**config.mk**
```make
export PLATFORM = sky130hd
export DESIGN_NAME = heat_budget_fire_limiter
export DESIGN_NICKNAME = d
export VERILOG_FILES = /design/src/hbfl_pkg.sv /design/src/hbfl_prep.sv /design/src/hbfl_update.sv /design/src/heat_budget_fire_limiter.sv
export SDC_FILE = /design/constraint.sdc
export NUM_CORES = 2
export LEC_CHECK = 0
export ABC_CLOCK_PERIOD_IN_PS = 15700
export BUFFER_PORTS_ARGS = -buffer_cell sky130_fd_sc_hd__buf_4
export CORE_ASPECT_RATIO = 0.6
export CORE_MARGIN = 5
export CORE_UTILIZATION = 25
export CTS_BUF_LIST = sky130_fd_sc_hd__clkbuf_4 sky130_fd_sc_hd__clkbuf_8
export DETAILED_ROUTE_END_ITERATION = 10
export PLACE_DENSITY = 0.39
export SYNTH_ARGS = -nofsm -noshare
export SYNTH_HDL_FRONTEND = slang
export SYNTH_SLANG_ARGS = --single-unit
```
**constraint.sdc**
```tcl
create_clock -name i_clk -period 15.7 [get_ports i_clk]
set_input_delay 1.57 -clock i_clk [delete_from_list [all_inputs] [get_ports i_clk]]
set_output_delay 1.57 -clock i_clk [all_outputs]
set_load 0.05 [all_outputs]
```
**src/hbfl_pkg.sv**
```systemverilog
package hbfl_pkg;

    localparam logic [7:0] FPS_TRUST = 8'd4;

    localparam logic CFG_HEAT_LIMIT   = 1'b0;
    localparam logic CFG_COOLING_RATE = 1'b1;

    localparam logic signed [27:0] MILLI_PER_HEAT = 28'sd1000;
    localparam logic signed [30:0] MILLI_PER_SHOT = 31'sd10000;
    localparam logic [25:0]        CEIL_SCALE     = 26'd1000;

    // floor(x / 10) = (x * 52429) >> 19, exact for x below 2^18
    localparam logic [31:0] RECIP_10   = 32'd52429;
    // floor(x / 625) = (x * 6871948) >> 32, exact for x below 2^24
    localparam logic [44:0] RECIP_625  = 45'd6871948;

    localparam logic signed [15:0] ALLOWED_MIN = 16'sh8000;

    typedef struct packed {
        logic                healthy;
        logic [15:0]         heat;
        logic [15:0]         speed;
        logic [15:0]         shots;
        logic [31:0]         time_ms;
        logic                wheels_ok;
        logic signed [27:0]  hr_milli;
        logic signed [13:0]  hr_div10;
        logic [43:0]         cool_gain;
        logic signed [30:0]  shot_cost;
    } t_item;

    typedef struct packed {
        logic [15:0]         prev_heat;
        logic [15:0]         prev_speed;
        logic [31:0]         last_time;
        logic signed [27:0]  budget;
        logic signed [15:0]  allowed;
        logic [15:0]         prev_shots;
    } t_state;

    // signed divide by ten, truncating toward zero
    function automatic logic signed [13:0] div10_trunc(input logic signed [16:0] v);
        logic [15:0] mag;
        logic [31:0] prod;
        logic [12:0] q;
        mag  = v[16] ? 16'(-v) : v[15:0];
        prod = 32'(mag) * RECIP_10;
        q    = prod[31:19];
        return v[16] ? -$signed({1'b0, q}) : $signed({1'b0, q});
    endfunction

    // unsigned divide by 10000 for values below 2^26
    function automatic logic [12:0] div10000(input logic [25:0] v);
        logic [44:0] prod;
        prod = 45'(v[25:4]) * RECIP_625;
        return prod[44:32];
    endfunction

endpackage

```
**src/hbfl_prep.sv**
```systemverilog
module hbfl_prep (
    input  logic [7:0]          i_referee_fps,
    input  logic [15:0]         i_heat_reported,
    input  logic [15:0]         i_speed_reported,
    input  logic [15:0]         i_shots_fired,
    input  logic [31:0]         i_time_ms,
    input  logic [15:0]         i_left_wheel_fps,
    input  logic [15:0]         i_right_wheel_fps,
    input  logic [15:0]         i_heat_limit,
    input  logic [11:0]         i_cooling_rate,
    input  logic [31:0]         i_last_time,
    input  logic [15:0]         i_prev_shots,
    output hbfl_pkg::t_item     o_item
);
    import hbfl_pkg::*;

    logic signed [16:0] headroom;
    logic signed [16:0] delta;
    logic [31:0]        elapsed;

    always_comb begin
        headroom = $signed({1'b0, i_heat_limit}) - $signed({1'b0, i_heat_reported});
        delta    = $signed({1'b0, i_shots_fired}) - $signed({1'b0, i_prev_shots});
        elapsed  = i_time_ms - i_last_time;

        o_item.healthy   = i_referee_fps > FPS_TRUST;
        o_item.heat      = i_heat_reported;
        o_item.speed     = i_speed_reported;
        o_item.shots     = i_shots_fired;
        o_item.time_ms   = i_time_ms;
        o_item.wheels_ok = (i_left_wheel_fps != 16'd0) && (i_right_wheel_fps != 16'd0);
        o_item.hr_milli  = $signed({{11{headroom[16]}}, headroom}) * MILLI_PER_HEAT;
        o_item.hr_div10  = div10_trunc(headroom);
        o_item.cool_gain = 44'(i_cooling_rate) * 44'(elapsed);
        o_item.shot_cost = $signed({{14{delta[16]}}, delta}) * MILLI_PER_SHOT;
    end

endmodule

```
**src/hbfl_update.sv**
```systemverilog
module hbfl_update (
    input  hbfl_pkg::t_item     i_item,
    input  hbfl_pkg::t_state    i_state,
    input  logic [25:0]         i_ceil,
    output hbfl_pkg::t_state    o_state,
    output logic                o_fire
);
    import hbfl_pkg::*;

    logic signed [45:0] sum;
    logic [25:0]        clamped;
    logic signed [15:0] dec;
    logic               spd_chg;
    logic               heat_chg;

    always_comb begin
        sum = $signed({{18{i_state.budget[27]}}, i_state.budget})
            - $signed({{15{i_item.shot_cost[30]}}, i_item.shot_cost})
            + $signed({2'b00, i_item.cool_gain});

        if (sum[45]) begin
            clamped = 26'd0;
        end else if (sum > $signed({20'd0, i_ceil})) begin
            clamped = i_ceil;
        end else begin
            clamped = sum[25:0];
        end

        dec      = (i_state.allowed == ALLOWED_MIN) ? i_state.allowed
                                                    : i_state.allowed - 16'sd1;
        spd_chg  = i_item.speed != i_state.prev_speed;
        heat_chg = (i_item.heat != i_state.prev_heat) || (i_item.heat == 16'd0);

        o_state = i_state;
        if (i_item.healthy) begin
            if (spd_chg) begin
                o_state.allowed = dec;
            end else if (heat_chg) begin
                o_state.allowed = 16'($signed(i_item.hr_div10));
            end
            o_state.prev_heat  = i_item.heat;
            o_state.prev_speed = i_item.speed;
            o_state.budget     = i_item.hr_milli;
        end else begin
            o_state.budget     = $signed({2'b00, clamped});
            o_state.allowed    = $signed({3'b000, div10000(clamped)});
            o_state.last_time  = i_item.time_ms;
            o_state.prev_shots = i_item.shots;
        end

        o_fire = ($signed(o_state.allowed) > 16'sd1) && i_item.wheels_ok;
    end

endmodule

```
**src/heat_budget_fire_limiter.sv**
```systemverilog
// Heat budget fire limiter.
// Input channel (i_in_valid / o_in_stall) carries one control tick per
// request: referee link rate, reported heat and speed, feeder shot count,
// time in ms and both wheel link rates. Output channel (o_out_valid /
// i_out_stall) returns one result per request: fire permission, shots still
// allowed and remaining heat budget in milli-heat.
// The block takes one request per cycle while the receiver does not stall.
// The input register holds the request with headroom, cooling gain and shot
// cost worked out; the update then changes the budget state and loads the
// result register.
// While the receiver stalls, the result holds and one more request may wait
// in the input register; o_in_stall rises once both are full.
// The config port writes heat_limit (index 0) and cooling_rate (index 1),
// only while no request is in flight: a rule for the user, not enforced by
// the block. Reset clears both registers, budget state and pipeline.
module heat_budget_fire_limiter (
    input  logic                i_clk,
    input  logic                i_rst_n,
    input  logic                i_cfg_we,
    input  logic                i_cfg_idx,
    input  logic [15:0]         i_cfg_wdata,
    input  logic                i_in_valid,
    output logic                o_in_stall,
    input  logic [7:0]          i_referee_fps,
    input  logic [15:0]         i_heat_reported,
    input  logic [15:0]         i_speed_reported,
    input  logic [15:0]         i_shots_fired,
    input  logic [31:0]         i_time_ms,
    input  logic [15:0]         i_left_wheel_fps,
    input  logic [15:0]         i_right_wheel_fps,
    output logic                o_out_valid,
    input  logic                i_out_stall,
    output logic                o_fire_allowed,
    output logic signed [15:0]  o_shots_allowed,
    output logic signed [26:0]  o_heat_left_milli
);
    import hbfl_pkg::*;

    logic [15:0]        r_heat_limit;
    logic [11:0]        r_cooling_rate;
    logic [25:0]        r_ceil;
    t_item              r_a;
    logic               r_a_valid;
    t_state             r_st;
    logic               r_out_valid;
    logic               r_fire;
    logic signed [15:0] r_shots;
    logic signed [26:0] r_budget_milli;

    t_item              n_a;
    t_state             n_st;
    logic               n_fire;
    logic               a_move;
    logic               in_take;
    logic [31:0]        fwd_last_time;
    logic [15:0]        fwd_prev_shots;

    assign a_move     = r_a_valid && (!r_out_valid || !i_out_stall);
    assign o_in_stall = r_a_valid && !a_move;
    assign in_take    = i_in_valid && !o_in_stall;

    // state as the request in the input register will leave it
    assign fwd_last_time  = (r_a_valid && !r_a.healthy) ? r_a.time_ms : r_st.last_time;
    assign fwd_prev_shots = (r_a_valid && !r_a.healthy) ? r_a.shots   : r_st.prev_shots;

    hbfl_prep u_prep (
        .i_referee_fps     (i_referee_fps),
        .i_heat_reported   (i_heat_reported),
        .i_speed_reported  (i_speed_reported),
        .i_shots_fired     (i_shots_fired),
        .i_time_ms         (i_time_ms),
        .i_left_wheel_fps  (i_left_wheel_fps),
        .i_right_wheel_fps (i_right_wheel_fps),
        .i_heat_limit      (r_heat_limit),
        .i_cooling_rate    (r_cooling_rate),
        .i_last_time       (fwd_last_time),
        .i_prev_shots      (fwd_prev_shots),
        .o_item            (n_a)
    );

    hbfl_update u_update (
        .i_item  (r_a),
        .i_state (r_st),
        .i_ceil  (r_ceil),
        .o_state (n_st),
        .o_fire  (n_fire)
    );

    always_ff @(posedge i_clk) begin
        if (!i_rst_n) begin
            r_heat_limit   <= 16'd0;
            r_cooling_rate <= 12'd0;
            r_ceil         <= 26'd0;
        end else if (i_cfg_we) begin
            unique case (i_cfg_idx)
                CFG_HEAT_LIMIT: begin
                    r_heat_limit <= i_cfg_wdata;
                    r_ceil       <= 26'(i_cfg_wdata) * CEIL_SCALE;
                end
                CFG_COOLING_RATE: begin
                    r_cooling_rate <= i_cfg_wdata[11:0];
                end
                default: begin
                end
            endcase
        end
    end

    always_ff @(posedge i_clk) begin
        if (!i_rst_n) begin
            r_a_valid   <= 1'b0;
            r_out_valid <= 1'b0;
            r_st        <= '0;
        end else begin
            if (in_take) begin
                r_a_valid <= 1'b1;
            end else if (a_move) begin
                r_a_valid <= 1'b0;
            end
            if (a_move) begin
                r_out_valid <= 1'b1;
                r_st        <= n_st;
            end else if (!i_out_stall) begin
                r_out_valid <= 1'b0;
            end
        end
    end

    always_ff @(posedge i_clk) begin
        if (in_take) begin
            r_a <= n_a;
        end
        if (a_move) begin
            r_fire         <= n_fire;
            r_shots        <= n_st.allowed;
            r_budget_milli <= n_st.budget[26:0];
        end
    end

    assign o_out_valid       = r_out_valid;
    assign o_fire_allowed    = r_fire;
    assign o_shots_allowed   = r_shots;
    assign o_heat_left_milli = r_budget_milli;

    a_fire_needs_shots: assert property (@(posedge i_clk) disable iff (!i_rst_n)
        o_out_valid && o_fire_allowed |-> $signed(o_shots_allowed) > 16'sd1)
        else $error("fire allowed with too few shots");

    a_estimate_in_range: assert property (@(posedge i_clk) disable iff (!i_rst_n)
        a_move && !r_a.healthy && !i_cfg_we |=>
            !r_st.budget[27] && (r_st.budget <= $signed({2'b00, r_ceil})))
        else $error("local heat estimate outside clamp range");

    a_result_from_stage: assert property (@(posedge i_clk) disable iff (!i_rst_n)
        $rose(o_out_valid) |-> $past(r_a_valid))
        else $error("result without a request in the input register");

    a_reset_empties: assert property (@(posedge i_clk)
        !i_rst_n |=> !o_out_valid && !r_a_valid)
        else $error("pipeline not empty after reset");

endmodule

```
==> impl_summary.txt <==
----------------------------------------------------
[GRT]
  Via count of the first global-routing pass ... 42.5k
  First-pass GRT wire length ... 277000 um
  Total congestion overflow ... 0
  Largest net degree at the start of global routing ... 69
  Overall global routing resource usage ... 15.6%
  Number of antenna violations at the first check in global routing ... 8

[Worst setup path]
  Worst Setup Path Type ... reg2reg
  Highest cell delay on the worst timing path ... 570 ps
  Setup slack of the most critical reg-to-reg path ... 850 ps
  Launch point of the worst path ... r_a[5]
  Nature of the critical path endpoint ... register
  Critical Path RT ... 16220 ps
  Cell with the most instances on the worst path ... sky130_fd_sc_hd__inv_1
  Length in cells of the worst reg-to-reg path ... 69
  Data arrival time at the worst-slack endpoint ... 15370 ps
  Maximum fanout along the worst path ... 8
  Worst reg2reg endpoint ... o_fire_allowed
  Type of element launching the critical path ... register
  Critical-path cell with the highest stage delay ... sky130_fd_sc_hd__fa_1
  Startpoint of the worst-slack reg-to-reg timing path ... r_a[5]

[Drt]
  Uppermost metal layer occupied by signal nets ... met4
  Met3 Routed Length ... 10800 um
  Routed length on met2 ... 67500 um
  Number of remaining DRC errors ... 0
  Detailed-route via count ... 41.9k
  Antenna-violating nets left ... 0
  Iteration count of the initial detailed-routing pass ... 5
  Met1 routed wirelength after detailed routing ... 103000 um
  Detailed-route vias per instance ... 4.48
  Final routed wire length divided by cell count ... 19.6 um
  Wire length reported by the detailed router ... 183000 um
  Initial DRC count ... 2785

[Hold path]
  Instance count along the most critical hold path ... 2
  Hold WC Path Type ... reg2reg
  Destination of the worst hold path ... r_st[73]
  Startpoint of the worst hold path ... r_st[73]

[STA]
  Final critical-path required period ... 14850 ps
  Slew of the pin with the lowest slew margin ... 1220 ps
  Final period utilization ... 94.6%
  Max Freq ... 67.3 MHz
  Setup violations, final ... 0
  Number of max-slew violations in the final report ... 0
  Relative slew margins ... 17.4%
  Worst-case clock skew ... 55.2 ps
  Number of failing hold endpoints at the final stage ... 0

[Synth]
  Seq cells post-synth ... 411
  Async set or reset register ratio after synthesis ... 0%
  Leading post-synthesis cells by cell area ... sky130_fd_sc_hd__fa_1 (26%), sky130_fd_sc_hd__ha_1 (18%), sky130_fd_sc_hd__edfxtp_1 (13%)
  Cell with the most instances after synthesis ... sky130_fd_sc_hd__inv_1
  Cell accounting for the most synthesized area ... sky130_fd_sc_hd__fa_1
  Post-synthesis sequential area ratio ... 19.0%
  Number of instances in the synthesized netlist ... 6041
  Area share of the largest cell type after synthesis ... 26.0%
  Most numerous cell types in the synthesized netlist ... sky130_fd_sc_hd__inv_1 (1143), sky130_fd_sc_hd__ha_1 (783), sky130_fd_sc_hd__nand2_1 (732), sky130_fd_sc_hd__fa_1 (724), sky130_fd_sc_hd__a21oi_1 (398)
  Per-instance average area after synthesis ... 9.23 um2
  Post-synth EDFFs ... 236
  Yosys warning total ... 0
  Post-synth design cell area ... 0.0558 mm2
  Number of distinct library cells after synthesis ... 92
  Most used flip-flop cell after synthesis ... sky130_fd_sc_hd__edfxtp_1
  Mapped Nets ... 7690

[Floorplanning]
  Starting Density ... 25.1%
  Height of the chip ... 376 um
  Number of rows in the core area ... 134
  IO Pins ... 188
  Die outline area ... 0.233 mm2
  Core footprint ... 0.222 mm2
  Die Wd ... 620 um

[Clock network]
  Clock Latency Late Sink ... 800 ps
  CTS sink cnt ... 411
  Number of buffers inserted by hold repair at cts ... 0
  Clock-pin slew reported for the worst setup and hold paths after clock tree synthesis ... 70 ps
  Cts bufs inserted ... 83
  Buffer type at the clock tree root ... sky130_fd_sc_hd__clkbuf_8
  H-tree depth ... 3
  Clock tree from TritonCTS ... built
  Bufs on Longest Clock Path ... 3

[Final layout]
  Area Growth Syn to Fin ... 13.8%
  Number of nets at the end of the flow ... 7929
  Core Util, Final ... 28.6%
  Fraction of final layout cells sized beyond drive strength 1 ... 9.23%
  Area of the multi-input gates ... 0.0405 mm2
  Area occupied by registers ... 0.0106 mm2
  Filler cell count ... 23.6k
  Finished Cell Area ... 0.0635 mm2

[Placed design]
  Detailed placer's ending HPWL ... 153000 um
  Cell Area, Placed ... 0.0614 mm2
  Port Buffer Count ... 187
  Placer congestion estimate ... 0.892

[Status]
  Run status ... finished clean

[Flow run]
  Count of maximum capacitance violations ... 0

----------------------------------------------------
[per-layer routing]
| layer | up-vias | track usage (%) |
|---|---|---|
| li1 | 20100 | - |
| met1 | 20800 | 26.3 |
| met2 | 823 | 20.1 |
| met3 | 116 | 3.00 |
| met4 | 0 | 2.36 |
| met5 | - | 0 |
[per-stage QoR]
step	setup TNS [ps]	cells	worst slack [ps]	hold slack, ps
after floorplan	0	6041	1250	432
after global placement	0	9182	98.8	441
after detailed placement	-219	9182	-144	446
after CTS	0	9335	37.1	452
after global routing	-14.7	9342	-9.76	463
final	0	9345	848	451
[critical path: cells and delay by family, from the launching register on]
kind | cells | cell delay, ps
buffers and inverters | 10 | 950
AOI/OAI and AO/OA | 28 | 5410
DFF | 1 | 380
adders and majority gates | 11 | 4110
and+or+nand+nor | 18 | 3460
xor gates and xnor gates | 2 | 290
[repair_timing]
| action | in CTS | in global routing |
|---|---|---|
| setup buffers | 0 | 4 |
| cloned | 0 | 1 |
| endpoints found under the setup margin | 4 | 27 |
| pin swaps | 0 | 20 |
| gates resized for setup | 4 | 46 |
[worst max path at each step]
stage	endpoint	slack, ps
final	o_fire_allowed	850
after global routing	o_fire_allowed	-10
after CTS	o_fire_allowed	40
after detailed placement	o_fire_allowed	-140
after global placement	o_fire_allowed	100
after floorplan	o_fire_allowed	1250
[state kept, by name, summed over array words and instances, names as in the netlist]
| name | count |
|---|---|
| r_cooling_rate | 12 |
| r_ceil | 21 |
| r_st | 124 |
| o_shots_allowed | 16 |
| o_heat_left_milli | 27 |
| o_out_valid | 1 |
| r_a_valid | 1 |
| o_fire_allowed | 1 |
| r_heat_limit | 16 |
| r_a | 192 |
[final cells by class]
type	instances	share of cell area, %
antenna	5	0.0197
clock buffer	121	2.35
clock inverter	32	0.560
inverter	1143	6.77
multi-input combinational	4308	63.8
sequential	411	16.7
tap	2992	5.90
timing repair buffer	333	3.97
[layout by cell type, fill, tap and decap left out, drive strengths merged, types with 52 or more instances in the layout]
master / n
clkbuf: 122
nand2: 732
a21oi: 402
nor2: 247
nand4: 55
nor3: 82
and2: 133
inv: 1147
edfxtp: 236
a21o: 87
o21ai: 162
dfxtp: 175
ha: 783
buf: 332
fa: 724
xnor2: 200
o21bai: 62
xor2: 67
nor2b: 52
mux2i: 56
[cells by family (layout without fill, tap and decap cells)]
logic type                 after synthesis  in the layout  share of synthesized area [%]
AOI/OAI and AO/OA                      970            970                           10.9
xor gates and xnor gates               267            267                           4.21
and+or+nand+nor                       1502           1502                           12.3
DFF                                    411            411                           19.0
other                                    1              6                        0.00672
buffers and inverters                 1322           1629                           8.92
muxes                                   61             61                           1.11
adders and majority gates             1507           1507                           43.6
Power is left out: the tool's default activity adds up to more than one toggle a clock period on the data nets, which glitch-free logic cannot reach.
